### src/sv/ssprx_pkg.sv
// Package with the shared types and constants of the servo status packet receiver.
package ssprx_pkg;

    // The largest packet length that is kept; longer requests are clamped.
    localparam int PACKET_BYTES_MAX = 32;

    // Field widths are fixed by the interface.
    localparam int FUNC_W   = 2;
    localparam int BYTE_W   = 8;
    localparam int COUNT_W  = 5;
    localparam int KEPT_W   = 6;
    localparam int SKIP_W   = 4;
    localparam int VALUE_W  = 16;

    // Function codes of an input word.
    localparam logic [FUNC_W-1:0] FUNC_START = 2'd0;
    localparam logic [FUNC_W-1:0] FUNC_BYTE  = 2'd1;
    localparam logic [FUNC_W-1:0] FUNC_IDLE  = 2'd2;

    // Packet layout.
    localparam logic [BYTE_W-1:0] SYNC_BYTE    = 8'hFF;
    localparam logic [BYTE_W-1:0] SUM_GOOD     = 8'hFF;
    localparam logic [KEPT_W-1:0] HDR_BYTES    = 6'd6;
    localparam logic [KEPT_W-1:0] SUM_FIRST_IX = 6'd2;
    localparam logic [KEPT_W-1:0] ERROR_IX     = 6'd4;
    localparam logic [KEPT_W-1:0] VALUE_LO_IX  = 6'd5;
    localparam logic [KEPT_W-1:0] VALUE_HI_IX  = 6'd6;
    localparam logic [COUNT_W-1:0] WIDE_MIN    = 5'd2;
    localparam logic [SKIP_W-1:0] ECHO_SKIP_RESET = 4'd4;

    typedef struct packed {
        logic [FUNC_W-1:0]  func;
        logic [BYTE_W-1:0]  rx_byte;
        logic [COUNT_W-1:0] data_bytes;
    } in_item_t;

    typedef struct packed {
        logic               checksum_ok;
        logic [BYTE_W-1:0]  status_error;
        logic [VALUE_W-1:0] read_value;
        logic [KEPT_W-1:0]  bytes_received;
        logic               ended_early;
    } out_item_t;

    // Handshake between the assembly logic and the result register.
    typedef struct packed {
        logic load;
        logic space;
    } res_ctrl_t;

endpackage

### src/sv/ssprx_in_stage.sv
// Input register stage that holds one accepted word until the assembly logic takes it.
module ssprx_in_stage
(
    input  logic                clk,
    input  logic                rst_n,
    input  logic                in_valid,
    output logic                in_ready,
    input  ssprx_pkg::in_item_t in_data,
    input  logic                take,
    output logic                item_valid,
    output ssprx_pkg::in_item_t item
);

    logic                valid_reg;
    logic                valid_next;
    ssprx_pkg::in_item_t item_reg;

    // The stage refills in the same cycle that the held word is taken.
    assign in_ready   = !valid_reg || take;
    assign valid_next = (in_valid && in_ready) || (valid_reg && !take);

    always_ff @(posedge clk or negedge rst_n)
    begin
        if (!rst_n)
        begin
            valid_reg <= 1'b0;
        end
        else
        begin
            valid_reg <= valid_next;
        end
    end

    always_ff @(posedge clk)
    begin
        if (in_valid && in_ready)
        begin
            item_reg <= in_data;
        end
    end

    assign item_valid = valid_reg;
    assign item       = item_reg;

endmodule

### src/sv/ssprx_core.sv
// Packet assembly: echo skipping, sync hunt, field capture and running checksum.
module ssprx_core
(
    input  logic                                  clk,
    input  logic                                  rst_n,
    input  logic                                  cfg_wr_en,
    input  logic [ssprx_pkg::SKIP_W-1:0]          cfg_wr_data,
    input  logic                                  item_valid,
    input  ssprx_pkg::in_item_t                   item,
    output logic                                  take,
    input  logic                                  res_space,
    output logic                                  res_load,
    output ssprx_pkg::out_item_t                  res
);

    logic [ssprx_pkg::SKIP_W-1:0] echo_skip_reg;
    logic                         active_reg,  active_next;
    logic [ssprx_pkg::SKIP_W-1:0] skip_reg,    skip_next;
    logic [ssprx_pkg::KEPT_W-1:0] kept_reg,    kept_next;
    logic [ssprx_pkg::KEPT_W-1:0] total_reg,   total_next;
    logic                         wide_reg,    wide_next;
    logic [ssprx_pkg::BYTE_W-1:0] sum_reg,     sum_next;
    logic [ssprx_pkg::BYTE_W-1:0] err_reg,     err_next;
    logic [ssprx_pkg::BYTE_W-1:0] vlo_reg,     vlo_next;
    logic [ssprx_pkg::BYTE_W-1:0] vhi_reg,     vhi_next;
    logic [ssprx_pkg::KEPT_W-1:0] total_raw;
    logic [ssprx_pkg::KEPT_W-1:0] kept_inc;
    logic                         emit;
    logic                         early;
    logic                         ok;

    assign total_raw = ssprx_pkg::KEPT_W'(item.data_bytes) + ssprx_pkg::HDR_BYTES;
    assign kept_inc  = kept_reg + 1'b1;

    always_comb
    begin
        active_next = active_reg;
        skip_next   = skip_reg;
        kept_next   = kept_reg;
        total_next  = total_reg;
        wide_next   = wide_reg;
        sum_next    = sum_reg;
        err_next    = err_reg;
        vlo_next    = vlo_reg;
        vhi_next    = vhi_reg;
        emit        = 1'b0;
        early       = 1'b0;
        unique case (item.func)
            ssprx_pkg::FUNC_START:
            begin
                active_next = 1'b1;
                skip_next   = echo_skip_reg;
                kept_next   = '0;
                if (total_raw > ssprx_pkg::KEPT_W'(ssprx_pkg::PACKET_BYTES_MAX))
                begin
                    total_next = ssprx_pkg::KEPT_W'(ssprx_pkg::PACKET_BYTES_MAX);
                end
                else
                begin
                    total_next = total_raw;
                end
                wide_next = (item.data_bytes >= ssprx_pkg::WIDE_MIN);
                sum_next  = '0;
                err_next  = '0;
                vlo_next  = '0;
                vhi_next  = '0;
            end
            ssprx_pkg::FUNC_BYTE:
            begin
                if (active_reg)
                begin
                    if (skip_reg != '0)
                    begin
                        skip_next = skip_reg - 1'b1;
                    end
                    else if (kept_reg != '0 || item.rx_byte == ssprx_pkg::SYNC_BYTE)
                    begin
                        if (kept_reg >= ssprx_pkg::SUM_FIRST_IX)
                        begin
                            sum_next = sum_reg + item.rx_byte;
                        end
                        if (kept_reg == ssprx_pkg::ERROR_IX)
                        begin
                            err_next = item.rx_byte;
                        end
                        if (kept_reg == ssprx_pkg::VALUE_LO_IX)
                        begin
                            vlo_next = item.rx_byte;
                        end
                        if (kept_reg == ssprx_pkg::VALUE_HI_IX)
                        begin
                            vhi_next = item.rx_byte;
                        end
                        kept_next = kept_inc;
                        if (kept_inc >= total_reg)
                        begin
                            emit        = 1'b1;
                            active_next = 1'b0;
                        end
                    end
                end
            end
            ssprx_pkg::FUNC_IDLE:
            begin
                if (active_reg)
                begin
                    emit        = 1'b1;
                    early       = 1'b1;
                    active_next = 1'b0;
                end
            end
            default:
            begin
                active_next = active_reg;
            end
        endcase
    end

    // A word that yields no result may pass even while a result waits downstream.
    assign take     = item_valid && (!emit || res_space);
    assign res_load = take && emit;

    assign ok = (sum_next == ssprx_pkg::SUM_GOOD);
    assign res.checksum_ok    = ok;
    assign res.status_error   = err_next;
    assign res.read_value     = ok ? {(wide_reg ? vhi_next : {ssprx_pkg::BYTE_W{1'b0}}),
                                      vlo_next}
                                   : {ssprx_pkg::VALUE_W{1'b0}};
    assign res.bytes_received = kept_next;
    assign res.ended_early    = early;

    always_ff @(posedge clk or negedge rst_n)
    begin
        if (!rst_n)
        begin
            echo_skip_reg <= ssprx_pkg::ECHO_SKIP_RESET;
        end
        else if (cfg_wr_en)
        begin
            echo_skip_reg <= cfg_wr_data;
        end
    end

    always_ff @(posedge clk or negedge rst_n)
    begin
        if (!rst_n)
        begin
            active_reg <= 1'b0;
            skip_reg   <= '0;
            kept_reg   <= '0;
            total_reg  <= '0;
            wide_reg   <= 1'b0;
            sum_reg    <= '0;
            err_reg    <= '0;
            vlo_reg    <= '0;
            vhi_reg    <= '0;
        end
        else if (take)
        begin
            active_reg <= active_next;
            skip_reg   <= skip_next;
            kept_reg   <= kept_next;
            total_reg  <= total_next;
            wide_reg   <= wide_next;
            sum_reg    <= sum_next;
            err_reg    <= err_next;
            vlo_reg    <= vlo_next;
            vhi_reg    <= vhi_next;
        end
    end

endmodule

### src/sv/ssprx_out_stage.sv
// Result register that holds one finished status word until the consumer takes it.
module ssprx_out_stage
(
    input  logic                 clk,
    input  logic                 rst_n,
    input  ssprx_pkg::res_ctrl_t ctrl_in,
    output ssprx_pkg::res_ctrl_t ctrl_out,
    input  ssprx_pkg::out_item_t res,
    output logic                 out_valid,
    input  logic                 out_ready,
    output ssprx_pkg::out_item_t out_data
);

    logic                 valid_reg;
    logic                 valid_next;
    ssprx_pkg::out_item_t data_reg;

    assign valid_next = ctrl_in.load || (valid_reg && !out_ready);

    always_ff @(posedge clk or negedge rst_n)
    begin
        if (!rst_n)
        begin
            valid_reg <= 1'b0;
        end
        else
        begin
            valid_reg <= valid_next;
        end
    end

    always_ff @(posedge clk)
    begin
        if (ctrl_in.load)
        begin
            data_reg <= res;
        end
    end

    always_comb
    begin
        ctrl_out       = '0;
        ctrl_out.space = !valid_reg || out_ready;
    end

    assign out_valid = valid_reg;
    assign out_data  = data_reg;

endmodule

### src/sv/servo_status_packet_receiver_top.sv
// Top level of the servo status packet receiver.
//
//   Channel  Signals                          Direction  Word
//   in       in_valid, in_ready, in_data      sink       func, rx_byte, data_bytes
//   out      out_valid, out_ready, out_data   source     status result
//   cfg      cfg_wr_en, cfg_wr_data           sink       echo skip count, no wait
//
// One input word is taken every cycle unless a packet-ending word is held back;
// the input register feeds the assembly logic, which writes the result register.
// Reset clears the packet state and sets the echo skip count to four.
// While a result waits, words that end no packet still pass; a word that ends
// a packet holds in the input register until the result register frees.
module servo_status_packet_receiver_top
(
    input  logic                          clk,
    input  logic                          rst_n,
    input  logic                          in_valid,
    output logic                          in_ready,
    input  ssprx_pkg::in_item_t           in_data,
    output logic                          out_valid,
    input  logic                          out_ready,
    output ssprx_pkg::out_item_t          out_data,
    input  logic                          cfg_wr_en,
    input  logic [ssprx_pkg::SKIP_W-1:0]  cfg_wr_data
);

    logic                 take;
    logic                 item_valid;
    ssprx_pkg::in_item_t  item;
    ssprx_pkg::out_item_t res;
    ssprx_pkg::res_ctrl_t to_out;
    ssprx_pkg::res_ctrl_t from_out;
    logic                 res_load;

    ssprx_in_stage u_in_stage
    (
        .clk        (clk),
        .rst_n      (rst_n),
        .in_valid   (in_valid),
        .in_ready   (in_ready),
        .in_data    (in_data),
        .take       (take),
        .item_valid (item_valid),
        .item       (item)
    );

    ssprx_core u_core
    (
        .clk         (clk),
        .rst_n       (rst_n),
        .cfg_wr_en   (cfg_wr_en),
        .cfg_wr_data (cfg_wr_data),
        .item_valid  (item_valid),
        .item        (item),
        .take        (take),
        .res_space   (from_out.space),
        .res_load    (res_load),
        .res         (res)
    );

    always_comb
    begin
        to_out       = '0;
        to_out.load  = res_load;
    end

    ssprx_out_stage u_out_stage
    (
        .clk       (clk),
        .rst_n     (rst_n),
        .ctrl_in   (to_out),
        .ctrl_out  (from_out),
        .res       (res),
        .out_valid (out_valid),
        .out_ready (out_ready),
        .out_data  (out_data)
    );

endmodule

### config.mk
export PLATFORM = sky130hd
export DESIGN_NAME = servo_status_packet_receiver_top
export DESIGN_NICKNAME = d
export VERILOG_FILES = /design/src/sv/ssprx_pkg.sv /design/src/sv/ssprx_in_stage.sv /design/src/sv/ssprx_core.sv /design/src/sv/ssprx_out_stage.sv /design/src/sv/servo_status_packet_receiver_top.sv
export SDC_FILE = /design/constraint.sdc
export NUM_CORES = 1
export LEC_CHECK = 0
export BUFFER_PORTS_ARGS = -buffer_cell sky130_fd_sc_hd__buf_2
export CORE_ASPECT_RATIO = 1.2
export CORE_MARGIN = 4
export CORE_UTILIZATION = 35
export DETAILED_ROUTE_END_ITERATION = 6
export PLACE_DENSITY = 0.51
export SLEW_MARGIN = 40
export SYNTH_ARGS = -nofsm -noshare
export SYNTH_HDL_FRONTEND = slang
export SYNTH_HIERARCHICAL = 1
export SYNTH_SLANG_ARGS = --single-unit
### constraint.sdc
create_clock -name clk -period 4.6 [get_ports clk]
set_clock_uncertainty 0.1 [all_clocks]
set_input_delay 0 -clock clk [delete_from_list [all_inputs] [get_ports clk]]
set_output_delay 0 -clock clk [all_outputs]
set_load 0.01 [all_outputs]
**Word-level counts from Yosys, hierarchy flattened**

Index checks and enable logic that the tools add are counted.

- Flip-flop bits (word level): 103
- Output and inout bits: 34
- Input port bits: 24
- Word-level logic and storage cells: 102

- Magnitude comparators: 4
- Multiplexer cells: 39
- Equality and inequality tests: 9
- $add $sub $neg: 4
- Reduce and logical (&&, ||, !) cells: 25

Operator list:

| cell | number |
|---|---|
| two-way mux 8 bit | 16 |
| one-hot mux 8 bit (2 select lines) | 4 |
| two-way mux 6 bit | 4 |
| == test 6 x 3 -> 1 bit, second input constant | 3 |
| == test 8 bit, second input constant | 2 |
| one-hot mux 6 bit (2 select lines) | 1 |
| two-way mux 1 bit | 9 |
| adder 8 bit | 1 |
| two-way mux 4 bit | 2 |
| one-hot mux 4 bit (2 select lines) | 1 |
| adder 5 x 3 -> 6 bit, second input constant | 1 |
| adder 6 x 1 -> 6 bit, second input constant | 1 |
| greater-or-equal comparator 6 x 2 -> 1 bit, second input constant | 1 |
| greater-or-equal comparator 6 bit | 1 |
| > comparator 6 bit, second input constant | 1 |
| logical OR 1 bit | 6 |
| AND reduction 2 bit | 3 |
| nonzero test 6 bit | 1 |
| greater-or-equal comparator 5 x 2 -> 1 bit, second input constant | 1 |
| logical AND 1 bit | 5 |
| logical NOT 1 bit | 5 |
| != test 2 x 1 -> 1 bit, second input constant | 2 |
| AND reduction 4 bit | 1 |
| nonzero test 4 bit | 1 |
| 8 further kinds | 8 |

**Longest topological paths before layout**

Gate-level depths: netlist of the first run.

- Depth in word-level cells: 13
- Gate-level depth with buffers: 13
- Depth with buffers taken out: 10

**Cells and area by module**

The synthesis of the first run kept the hierarchy.

By module, submodules not included:

| module | area each (um^2) | seq. area each (um^2) | instances | cells each |
|---|---|---|---|---|
| ssprx_core | 4134.0 | 1352.5 | 1 | 472 |
| ssprx_out_stage | 1019.7 | 985.9 | 1 | 37 |
| ssprx_in_stage | 504.2 | 475.5 | 1 | 19 |
| servo_status_packet_receiver_top | 3.8 | 0.0 | 1 | 1 |

**Least setup slack after synthesis of the first run**

Ideal clock, no wire load.

- Path type: reg2reg
- Start: register u_core/kept_reg[0] in the netlist's numbering
- End: register u_out_stage.data_reg (netlist bit u_out_stage/out_data[0]), enable pin
- Path buffers: 2
- Data arrival time: 3.023 ns
- Stages on the path, launching flop included: 12
- Slack: 1.085 ns
- Clock period less this slack: 3.515 ns
- Library setup time: 0.393 ns
- Required time: 4.107 ns
- Cell sequence: dfrtp_1 ha_1 nand3_1 xnor2_1 ha_1 a21o_1 a221oi_1 o21a_1 o21a_1 buf_6 buf_6 and3b_1

- Longest elaborated chain between the ends: 11
- Elaborated cells between the ends (all ways): 13
- Classes of those cells: 1 x add/sub; 1 x order compare; 5 x mux; 6 x reduce/logical

Ends and longest elaborated chain:

| item | RTL line | RTL |
|---|---|---|
| start: declaration | ssprx_core.sv:19 | `logic [ssprx_pkg::KEPT_W-1:0] kept_reg, kept_next;` |
| start signal: assignment | ssprx_core.sv:162 | `kept_reg <= kept_next;` |
| adder 6 x 1 -> 6 bit | ssprx_core.sv:33 | `assign kept_inc = kept_reg + 1'b1;` |
| greater-or-equal comparator 6 bit | ssprx_core.sv:95 | `if (kept_inc >= total_reg)` |
| two-way mux 1 bit | ssprx_core.sv:95 |  |
| two-way mux 1 bit * | ssprx_core.sv:76 | `else if (kept_reg != '0 \|\| item.rx_byte == ssprx_pkg::SYNC_BYTE)` |
| two-way mux 1 bit * | ssprx_core.sv:72 | `if (skip_reg != '0)` |
| two-way mux 1 bit * | ssprx_core.sv:70 | `if (active_reg)` |
| one-hot mux 1 bit (2 select lines) * | ssprx_core.sv:48 | `unique case (item.func)` |
| logical NOT 1 bit * | ssprx_core.sv:120 | `assign take = item_valid && (!emit \|\| res_space);` |
| logical OR 1 bit * | ssprx_core.sv:120 |  |
| logical AND 1 bit * | ssprx_core.sv:120 |  |
| via take | servo_status_packet_receiver_top.sv:27 | `logic take;` |
| logical AND 1 bit * | ssprx_core.sv:121 | `assign res_load = take && emit;` |
| via res_load | servo_status_packet_receiver_top.sv:33 | `logic res_load;` |
| end signal: assignment | ssprx_out_stage.sv:36 | `data_reg <= res;` |
| end: declaration | ssprx_out_stage.sv:16 | `ssprx_pkg::out_item_t data_reg;` |

Mark *: on every way through the listed nets, which the timed path passes. The rest lies on a longest branch.
A chain may end at the register's enable or synchronous reset.

**Worst setup path after layout of the first run**

- Start: register u_core/kept_reg[0] in the netlist's numbering
- End: register u_out_stage.data_reg (netlist bit u_out_stage/out_data[11]), enable pin

The elaborated chain is that of the path after synthesis.

==> key figures, run 1 <==
Clock network
  – Clock-pin slew of the registers on the worst-case setup and hold paths: 70 ps
  – Clock Sink Count: slightly above 100
  – Count of cells resized by post-cts repair: 0
  – Later-pin clock latency in the skew report: 350 ps
  – Number of CTS-inserted buffers: 9
  – Buffer cell driving the clock tree root: clkbuf_16
  – Cts hold-fix bufs: 27
  – Buffers inserted by post-CTS timing repair: 0
  – Maximum count of clock buffers along a single path: 2
  – Clock tree from TritonCTS: yes
  – H-Tree Level Count: 3

Route
  – DR iter-0 viols: 348
  – Number of remaining DRC errors: 0
  – Via count: 4223
  – Detailed Routing Iterations Pass 1: 4
  – WL per Instance: 17.20 um
  – Total Wirelength: 13.97 mm
  – Number of vias per cell after detailed routing: around 5.2
  – Detail Route Antenna Nets: 0

Pwr
  – Power share of the clock group: about 35%
  – Logic pwr share: 12.3%
  – Fraction of power spent switching nets: 25.82%
  – Power consumption: 2041 uW
  – Internal power: 1514 uW
  – Power per standard cell area: 307.5 mW/mm2
  – Leakage power: 0.002676 uW
  – Power spent charging and discharging nets: 527.0 uW
  – IR Drop Worst-Case VDD: between 150 and 200 uV
  – Proportion of power drawn by flip-flops and latches: 52.3%

Worst setup path
  – Critical path launch point: u_core/kept_reg[0]
  – Critical path class: reg -> reg
  – Worst path bufs/invs: 2
  – Critical path fanouts, max: 23
  – CP cell instances: ha_1 > nand3_1 > xnor2_1 > ha_1 > a21o_1 > a221oi_1 > o21a_1 > o21a_1 > buf_4 > and3b_1 > buf_4
  – Critical path launch point type: flop
  – Kind of end point of the critical path: flop
  – WP data arrival: between 3000 and 4000 ps
  – Required time of the critical path: 4510 ps
  – Master of the slowest instance on the critical path: dfrtp_1
  – CP top delay family: compound AO/OA/AOI/OAI gates
  – Reg-to-Reg Start: u_core/kept_reg[0]
  – Delay of the slowest cell on the worst path: 470 ps

Yosys
  – Number of warnings issued by yosys: 6
  – Netlist area before placement: 0.005647 mm2
  – Gate Count Post-Synth: 526
  – Syn avg cell area: ~11 um2
  – Syn nets: between 500 and 600

Final layout
  – # nets final: 648
  – Area growth from synthesis to layout: 17.55%
  – Area occupied by multi-input gates: 0.002531 mm2
  – Flip-flop count of the largest register, all copies and words added: 32
  – Seq. cell area: 0.002814 mm2
  – Filler-free cell count of the finished design: 812
  – Final-layout fill cell count: 1516
  – Number of diodes added for antenna fixing: 0
  – Proportion of layout cells with a drive suffix above 1: 21.36%
  – Non-Filler Cell Area, Final: 0.006638 mm2

Place
  – Port Buffers: 57
  – Placed cell area: 0.006093 mm2
  – Placement-stage worst setup slack: between 900 and 1000 ps
  – Placed wire-length estimate after detailed placement: 9.578 mm
  – Placer's final routability congestion estimate: 0.8375
  – Number of placed instances, taps included: 769

Global route
  – Overall Global Routing Usage: 16.16%
  – Global-route wire length before repair: 23.02 mm
  – Maximum number of pins on one net before global-route repair: 59
  – Initial antenna violation count: 0
  – Vias in the first global route: 4405
  – Total grt overflow: 0

Timing
  – Crit path setup slack, layout: roughly 900 ps
  – Final sum of negative setup slack: 0 ps
  – Max-slew violation count: 0
  – Post-route clock period utilization: 80.35%
  – Unrepaired setup endpoints after global routing: false
  – Min Clock Period, post-route: about 3700 ps
  – Setup Viol. Count Final: 0
  – Hold Violations, Final: 0
  – Top achievable clock speed: 270.5 MHz
  – Slew of the pin with the lowest slew margin: 854.8 ps
  – Relative max-transition margin: 42.85%

Floorplanning
  – Die Height: around 150 um
  – Starting Density: 35.96%
  – Total I/O pin count: 58
  – Die Outline Area: 0.01824 mm2
  – Area of the placeable core: 0.01570 mm2
  – Standard-cell rows: 50
  – Die Span X: 124.0 um

Status
  – Run status: finished clean

Flow run
  – Max Cap Viol: 0

Worst hold path
  – Worst Hold Class: in -> async
[worst reg2reg max path, cell delays in order, from the launching register on]
cell      delay [ps]
dfrtp_1          470
ha_1             250
nand3_1          100
xnor2_1          220
ha_1             290
a21o_1           190
a221oi_1         370
o21a_1           460
o21a_1           190
buf_4            190
and3b_1          190
buf_4            330
[metrics by stage]
step / util [%] / hold slack [ps]
2_1_floorplan: - / -395.6
3_3_place_gp: 38.80 / 78.78
3_5_place_dp: 38.80 / 78.17
4_1_cts: 42.25 / 251.1
5_1_grt: 42.27 / 249.2
6_report: 42.27 / 164.3
[layout by cell type, fill, tap and decap left out, drive strengths merged, types with 8 or more instances in the layout]
cell / count
ha: 24
o21ai: 33
a21oi: 16
inv: 39
nand2b: 15
dfrtp: 55
nor2: 18
nor3: 33
dlygate4sd3: 27
o22ai: 16
nand2: 52
buf: 65
clkbuf: 14
nand3: 19
o211ai: 8
edfxtp: 47
mux2: 31
[layer usage]
metal	wire [um]	part of all wire, %	global-route usage (%)
met4	244	1.7	5.808
met5	0	0	0
met3	461	3.3	2.272
met2	7094	51	27.88
met1	6166	44	20.39
[power by group through the flow]
stage / logic, uW / registers, uW / clock network (uW)
floorplan: 160 / 1070 / 0
global placement: 227 / 1090 / 0
detailed placement: 235 / 1090 / 0
global route: 283 / 1080 / 781
CTS: 255 / 1070 / 750
finish: 251 / 1070 / 723
[area by class of cell]
type                    instances  area share [%]
flip-flops and latches        103           42.39
repair buffers                 92           9.331
inverters                      38           2.149
clock inverters                 2          0.2451
well taps                     208           3.921
clock buffers                  14           3.827
multi-input cells             355           38.13
[path summary, 6_finish.rpt]
check | end | slack (ps) | depth (start not counted)
hold / removal | u_core/sum_reg[6] | 160 | 3
setup reg to reg | u_out_stage/out_data[11] | 900 | 11
max in group asynchronous | u_core/echo_skip_reg[2] | 3830 | 3
hold reg to reg | u_core/total_reg[5] | 410 | 1
setup / recovery | u_out_stage/out_data[11] | 900 | 11
min in group clk | u_in_stage/item[1] | 270 | 2
No activity file was read; power rests on OpenSTA's default activity.
==> run 2, diff against run 1 <==
--- a/config.mk
+++ b/config.mk
@@ -10,7 +10,7 @@
 export CORE_MARGIN = 4
 export CORE_UTILIZATION = 35
 export DETAILED_ROUTE_END_ITERATION = 6
-export PLACE_DENSITY = 0.51
+export PLACE_DENSITY = 0.53
 export SLEW_MARGIN = 40
 export SYNTH_ARGS = -nofsm -noshare
 export SYNTH_HDL_FRONTEND = slang
==> constraint.sdc (replaced) <==
create_clock -name clk -period 3.3 [get_ports clk]
set_clock_uncertainty 0.1 [all_clocks]
set_input_delay 0 -clock clk [delete_from_list [all_inputs] [get_ports clk]]
set_output_delay 0 -clock clk [all_outputs]
set_load 0.01 [all_outputs]
==> run 2 against run 1 <==
  * Combinational power up 44%
  * Sequential share of layout area down 1.1 points
  * Die area stayed put
  * Clock power is 73% higher
  * Sequential power is 39% higher
  * Non-clock buffer count up 7
  * Largest power group unchanged
==> key figures, run 2 (same netlist as run 1, synthesis figures left out) <==
Final layout
  – Top library cells by usage in the layout, fill and taps aside: buf_2, dfrtp_1, nand2_1
  – Non-Filler Cell Area, Final: 0.006810 mm2
  – Filler-free cell count of the finished design: 819
  – # nets final: 655
  – Proportion of layout cells with a drive suffix above 1: 23.24%
  – Number of diodes added for antenna fixing: 0
  – Area growth from synthesis to layout: 20.61%
  – Final core occ: 43.37%
  – Flip-flop count of the largest register, all copies and words added: 32
  – Most frequent standard cell in the layout excluding fill and tap cells: buf_2

Global route
  – Maximum number of pins on one net before global-route repair: 44
  – Vias in the first global route: approximately 4.4k
  – Total grt overflow: 0
  – Global-route wire length before repair: 22.78 mm
  – Initial antenna violation count: 0
  – Overall Global Routing Usage: roughly 16%

Clock network
  – Clock-pin slew of the registers on the worst-case setup and hold paths: 80 ps
  – H-Tree Level Count: 3
  – Clock tree from TritonCTS: yes
  – Number of CTS-inserted buffers: 9
  – Clock Sink Count: 103
  – Later-pin clock latency in the skew report: 350 ps
  – Maximum count of clock buffers along a single path: 2
  – Buffer cell driving the clock tree root: clkbuf_16

Worst setup path
  – Critical path fanouts, max: 10
  – Worst path bufs/invs: 2
  – Delay of the slowest cell on the worst path: 460 ps
  – Required time of the critical path: roughly 3500 ps
  – Critical path launch point type: flop
  – Reg2Reg Depth: 11
  – Critical path class: reg -> reg
  – Worst reg2reg setup slack: 310 ps
  – Destination of the worst register-to-register timing path: u_out_stage/out_valid
  – WP data arrival: 3130 ps
  – CP top delay family: compound AO/OA/AOI/OAI gates
  – Master of the slowest instance on the critical path: dfrtp_1
  – CP cell instances: ha_1 > nand3_1 > xnor2_1 > ha_1 > a21o_1 > a221oi_2 > o21a_1 > buf_4 > and3b_2 > buf_4 > nand2b_2
  – Kind of end point of the critical path: flop
  – Reg-to-Reg Start: u_core/kept_reg[0]

Pwr
  – IR Drop Worst-Case VDD: ~210 uV
  – Leakage power: 0.002778 uW
  – Power per standard cell area: 454.2 mW/mm2

Floorplanning
  – Total I/O pin count: 58
  – Standard-cell rows: 50
  – Die Height: 147.1 um
  – Die Span X: 124.0 um
  – Die Outline Area: 0.01824 mm2
  – Area of the placeable core: 0.01570 mm2
  – Starting Density: 35.96%

Timing
  – Post-route clock period utilization: 90.49%
  – Relative max-transition margin: 49.37%
  – Crit path setup slack, layout: ~310 ps
  – Max-slew violation count: 0
  – Slew of the pin with the lowest slew margin: 756.2 ps
  – Hold Violations, Final: 0
  – Unrepaired setup endpoints after global routing: false
  – Setup Viol. Count Final: 0
  – Final sum of negative setup slack: 0 ps
  – Top achievable clock speed: 334.9 MHz
  – Min Clock Period, post-route: 2986 ps

Status
  – Run status: finished clean

Route
  – Via count: 4267
  – Number of vias per cell after detailed routing: 5.210
  – Total Wirelength: 13.89 mm
  – Total met3 wirelength after detailed routing: 563 um
  – Met2 WL: 6.920 mm
  – WL per Instance: 16.96 um
  – DR top layer: met4
  – Detailed Routing Iterations Pass 1: 5
  – Number of remaining DRC errors: 0
  – Wire length on met1: 6.215 mm
  – Detail Route Antenna Nets: 0
  – DR iter-0 viols: 233

Worst hold path
  – Worst Hold Class: in -> async

Place
  – Placer's final routability congestion estimate: ~0.84
  – Placed cell area: between 0.006 and 0.007 mm2
  – Port Buffers: between 50 and 60
  – Placed wire-length estimate after detailed placement: 9.892 mm
  – Number of placed instances, taps included: 776
  – Placement-stage worst setup slack: between 200 and 300 ps

Flow run
  – Max Cap Viol: 0
-- run 2: what timing repair did --
| action | in CTS | in global routing |
|---|---|---|
| buffers inserted | 0 | 0 |
| endpoints found under the hold margin | 63 | 0 |
| setup endpoints to repair | 0 | 24 |
| resized for setup | 0 | 2 |
| hold buffers | 27 | 0 |
-- run 2: worst register-to-register path: cells and delay by family, from the launching register on --
family                   cells  cell delay [ps]
XOR/XNOR                     1              220
adder cells (fa/ha/maj)      2              520
flip-flops                   1              460
AO/OA/AOI/OAI                3              660
AND/OR/NAND/NOR              3              550
buffers and inverters        2              390
-- run 2: layer usage --
metal	track usage, %	up-vias
met5	0	-
met4	4.548	0
met3	3.119	16
met2	27.01	103
met1	20.88	2068
li1	-	2080
-- run 2: through the flow --
stage	power [uW]	hold WS (ps)
after floorplan	1716	-395.6
after global placement	1835	80.33
after detailed placement	1845	-43.76
after CTS	3125	117.4
after global routing	3232	166.0
final	3093	105.3
-- run 2: cell type report --
cell class,instances,area [um2]
Tap cell,208,260.3
Timing Repair Buffer,99,695.7
Fill cell,1504,8892
Clock buffer,9,225.2
Clock inverter,7,125.1
Inverter,38,142.6
Sequential cell,103,2814
Multi-Input combinational cell,355,2547
-- run 2: how the worst max path moves through the flow --
| stage | startpoint | to | slack [ps] | cells after the start |
|---|---|---|---|---|
| floorplan | u_core/kept_reg[0] | u_out_stage/out_data[0] | 120 | 11 |
| global placement | u_core/kept_reg[0] | u_out_stage/out_data[12] | 310 | 10 |
| detailed placement | u_core/kept_reg[0] | u_core/vhi_reg[0] | 250 | 10 |
| CTS | u_core/kept_reg[0] | u_core/vhi_reg[0] | 220 | 10 |
| global route | u_core/kept_reg[2] | u_in_stage/item[2] | 90 | 10 |
| finish | u_core/kept_reg[0] | u_out_stage/out_valid | 310 | 11 |
-- run 2: power by group --
part / leakage, uW / switching, uW / internal (uW)
sequential: 0.00115 / 67.5 / 1420
combinational: 0.00145 / 199 / 162
clock: 0.000172 / 495 / 752
total: 0.00278 / 762 / 2330
==> run 3, diff against run 2 <==
--- a/config.mk
+++ b/config.mk
@@ -5,12 +5,13 @@
 export SDC_FILE = /design/constraint.sdc
 export NUM_CORES = 1
 export LEC_CHECK = 0
+export ABC_AREA = 1
 export BUFFER_PORTS_ARGS = -buffer_cell sky130_fd_sc_hd__buf_2
 export CORE_ASPECT_RATIO = 1.2
 export CORE_MARGIN = 4
-export CORE_UTILIZATION = 35
+export CORE_UTILIZATION = 53
 export DETAILED_ROUTE_END_ITERATION = 6
-export PLACE_DENSITY = 0.53
+export PLACE_DENSITY = 0.75
 export SLEW_MARGIN = 40
 export SYNTH_ARGS = -nofsm -noshare
 export SYNTH_HDL_FRONTEND = slang
==> run 3 against run 2 <==
  * Critical path depth up 5
  * Sequential share of layout area grew 2.3 points
  * Non-clock buffer count shrank 3
  * Wire length decreased by 15%
  * Cell count is 1.7% higher
  * First-iteration DRC count rose by 8.2%
  * Critical path type unchanged
  * Critical endpoint is now u_core/vlo_reg[5]
  * Largest power group unchanged
==> key figures, run 3 <==
Final layout
  – Seq. cell area: ~0.0028 mm2
  – Top library cells by usage in the layout, fill and taps aside: nand2_1, inv_1, buf_2
  – Flip-flop count of the largest register, all copies and words added: 32
  – Area growth from synthesis to layout: 18.91%
  – # nets final: 751
  – Final-layout fill cell count: 774
  – Area occupied by multi-input gates: 0.002196 mm2
  – Most frequent standard cell in the layout excluding fill and tap cells: nand2_1
  – Number of diodes added for antenna fixing: 0
  – Proportion of layout cells with a drive suffix above 1: 16.55%

Global route
  – Global-route wire length before repair: ~20 mm
  – Initial antenna violation count: 0
  – Total grt overflow: 0
  – Met3 Usage GRT: 4.427%
  – M2 GR Usage: a little over a third
  – Met1 Resource Use GR: 25.61%
  – Maximum number of pins on one net before global-route repair: 51
  – Overall Global Routing Usage: 21.01%
  – Vias in the first global route: 4496
  – Busiest layer in global routing: met2

Floorplanning
  – Die Span X: between 100 and 150 um
  – Area of the placeable core: 0.01001 mm2
  – Standard-cell rows: 40
  – Total I/O pin count: 58
  – Die Outline Area: around 0.012 mm2
  – Die Height: 118.8 um
  – Starting Density: about 54%

Yosys
  – Netlist area before placement: 0.005420 mm2
  – Gate Count Post-Synth: about 620
  – Syn nets: 667
  – Number of warnings issued by yosys: 6
  – Syn avg cell area: 8.771 um2

Route
  – Total Wirelength: 11.79 mm
  – Detailed Routing Iterations Pass 1: 5
  – Via count: 4471
  – Number of remaining DRC errors: 0
  – Detail Route Antenna Nets: 0
  – Number of vias per cell after detailed routing: 5.367
  – DR iter-0 viols: ~250
  – WL per Instance: between 10 and 15 um

Clock network
  – H-Tree Level Count: 3
  – Buffers inserted by post-CTS timing repair: 0
  – Number of CTS-inserted buffers: 9
  – Buffer cell driving the clock tree root: clkbuf_16
  – Clock-pin slew of the registers on the worst-case setup and hold paths: 70 ps
  – Clock tree from TritonCTS: yes
  – Clock Sink Count: 103
  – Maximum count of clock buffers along a single path: 2
  – Later-pin clock latency in the skew report: about 350 ps
  – Count of cells resized by post-cts repair: 0

Timing
  – Unrepaired setup endpoints after global routing: false
  – Final sum of negative setup slack: 0 ps
  – Post-route clock period utilization: between 80% and 90%
  – Max-slew violation count: 0
  – Min Clock Period, post-route: a little under 3000 ps
  – Relative max-transition margin: 60.55%
  – Top achievable clock speed: 338.8 MHz
  – Crit path setup slack, layout: 348.6 ps
  – Hold Violations, Final: 0
  – Slew of the pin with the lowest slew margin: 591.8 ps
  – Setup Viol. Count Final: 0

Pwr
  – Leakage power: 0.003254 uW
  – Power spent charging and discharging nets: 719.1 uW
  – Logic pwr share: 11.5%
  – Power share of the clock group: 38.7%
  – Internal power: roughly 2200 uW
  – Fraction of power spent switching nets: 24.46%
  – IR Drop Worst-Case VDD: roughly 330 uV
  – Power per standard cell area: 456.2 mW/mm2
  – Proportion of power drawn by flip-flops and latches: 49.8%

Place
  – Placed wire-length estimate after detailed placement: 8.211 mm
  – Port Buffers: between 50 and 60
  – Placer's final routability congestion estimate: 0.8387
  – Placement-stage worst setup slack: 375.9 ps

Flow run
  – Max Cap Viol: 0

Worst setup path
  – Kind of end point of the critical path: flop
  – Critical path launch point type: flop
  – Required time of the critical path: 3410 ps
  – Critical path class: reg -> reg
  – WP data arrival: 3060 ps
  – Critical path fanouts, max: 50

Status
  – Run status: finished clean

Worst hold path
  – Worst Hold Class: in -> async
==> run 3: cell count changes in the layout (fill, tap and decap cells not counted), sizes merged, moves of 25 or more <==
cell | before | now
inv | 41 | 76
mux2 | 31 | 2
nand2 | 52 | 198
nor2 | 18 | 43
nor3 | 33 | 3
nand3 | 19 | 52
==> run 3: per-stage QoR <==
stage	cells	instance area (um2)	power (uW)	utilization [%]	hold slack, ps
CTS	833	6445	2963	64.39	40.43
global route	833	6445	3067	64.39	68.95
finish	833	6445	2940	64.39	34.76
detailed placement	789	5841	1792	58.35	-125.9
global placement	788	5813	1774	58.07	45.13
floorplan	618	5424	1687	-	-395.6
==> run 3: area by class of cell <==
type	count	share of cell area (%)
clock buffer	11	3.766
sequential	103	43.66
multi-input combinational	416	34.07
inverter	76	4.426
tap	126	2.446
timing repair buffer	96	10.37
clock inverter	5	1.262
==> run 3: path summary, 6_finish.rpt <==
| kind | cells after the start | endpoint | slack [ps] | start |
|---|---|---|---|---|
| min | 2 | u_core/sum_reg[5] | 30 | rst_n |
| min reg2reg | 2 | u_core/total_reg[3] | 380 | u_core/total_reg[3] |
| max reg2reg | 16 | u_core/vlo_reg[5] | 350 | u_core/kept_reg[2] |
| max in group asynchronous | 4 | u_core/echo_skip_reg[2] | 2200 | rst_n |
| min in group clk | 2 | u_in_stage/item[10] | 260 | in_data[10] |
| max | 16 | u_core/vlo_reg[5] | 350 | u_core/kept_reg[2] |
==> run 3: per-layer routing <==
metal	wire, um	up-vias	share of wire, %
met5	0	-	0
met4	403	0	3.4
met3	669	34	5.7
met2	5957	176	51
met1	4759	2090	40
li1	-	2171	-
==> run 3: power groups by stage <==
stage          sequential [uW]  clock (uW)  combinational (uW)
6_report                  1460        1140                 338
3_3_place_gp              1480           0                 289
5_1_grt                   1470        1210                 386
2_1_floorplan             1470           0                 221
3_5_place_dp              1490           0                 305
4_1_cts                   1460        1160                 337
==> run 3: repair_timing <==
| action | CTS | global route |
|---|---|---|
| hold endpoints to repair | 56 | 0 |
| hold buffers | 28 | 0 |
| endpoints found under the setup margin | 0 | 0 |
==> run 3: worst max-delay path, stage by stage (launching register included) <==
cell	delay (ps)
dfrtp_1	510
nand3_1	170
nor2_1	130
nand2_1	80
xor2_1	160
inv_1	70
ha_1	290
nand2_1	70
nor2_1	90
o21ai_0	80
nand2_1	90
nand3_1	70
nand2_1	90
nand3b_2	90
nand2_2	80
buf_4	450
o21ai_0	160
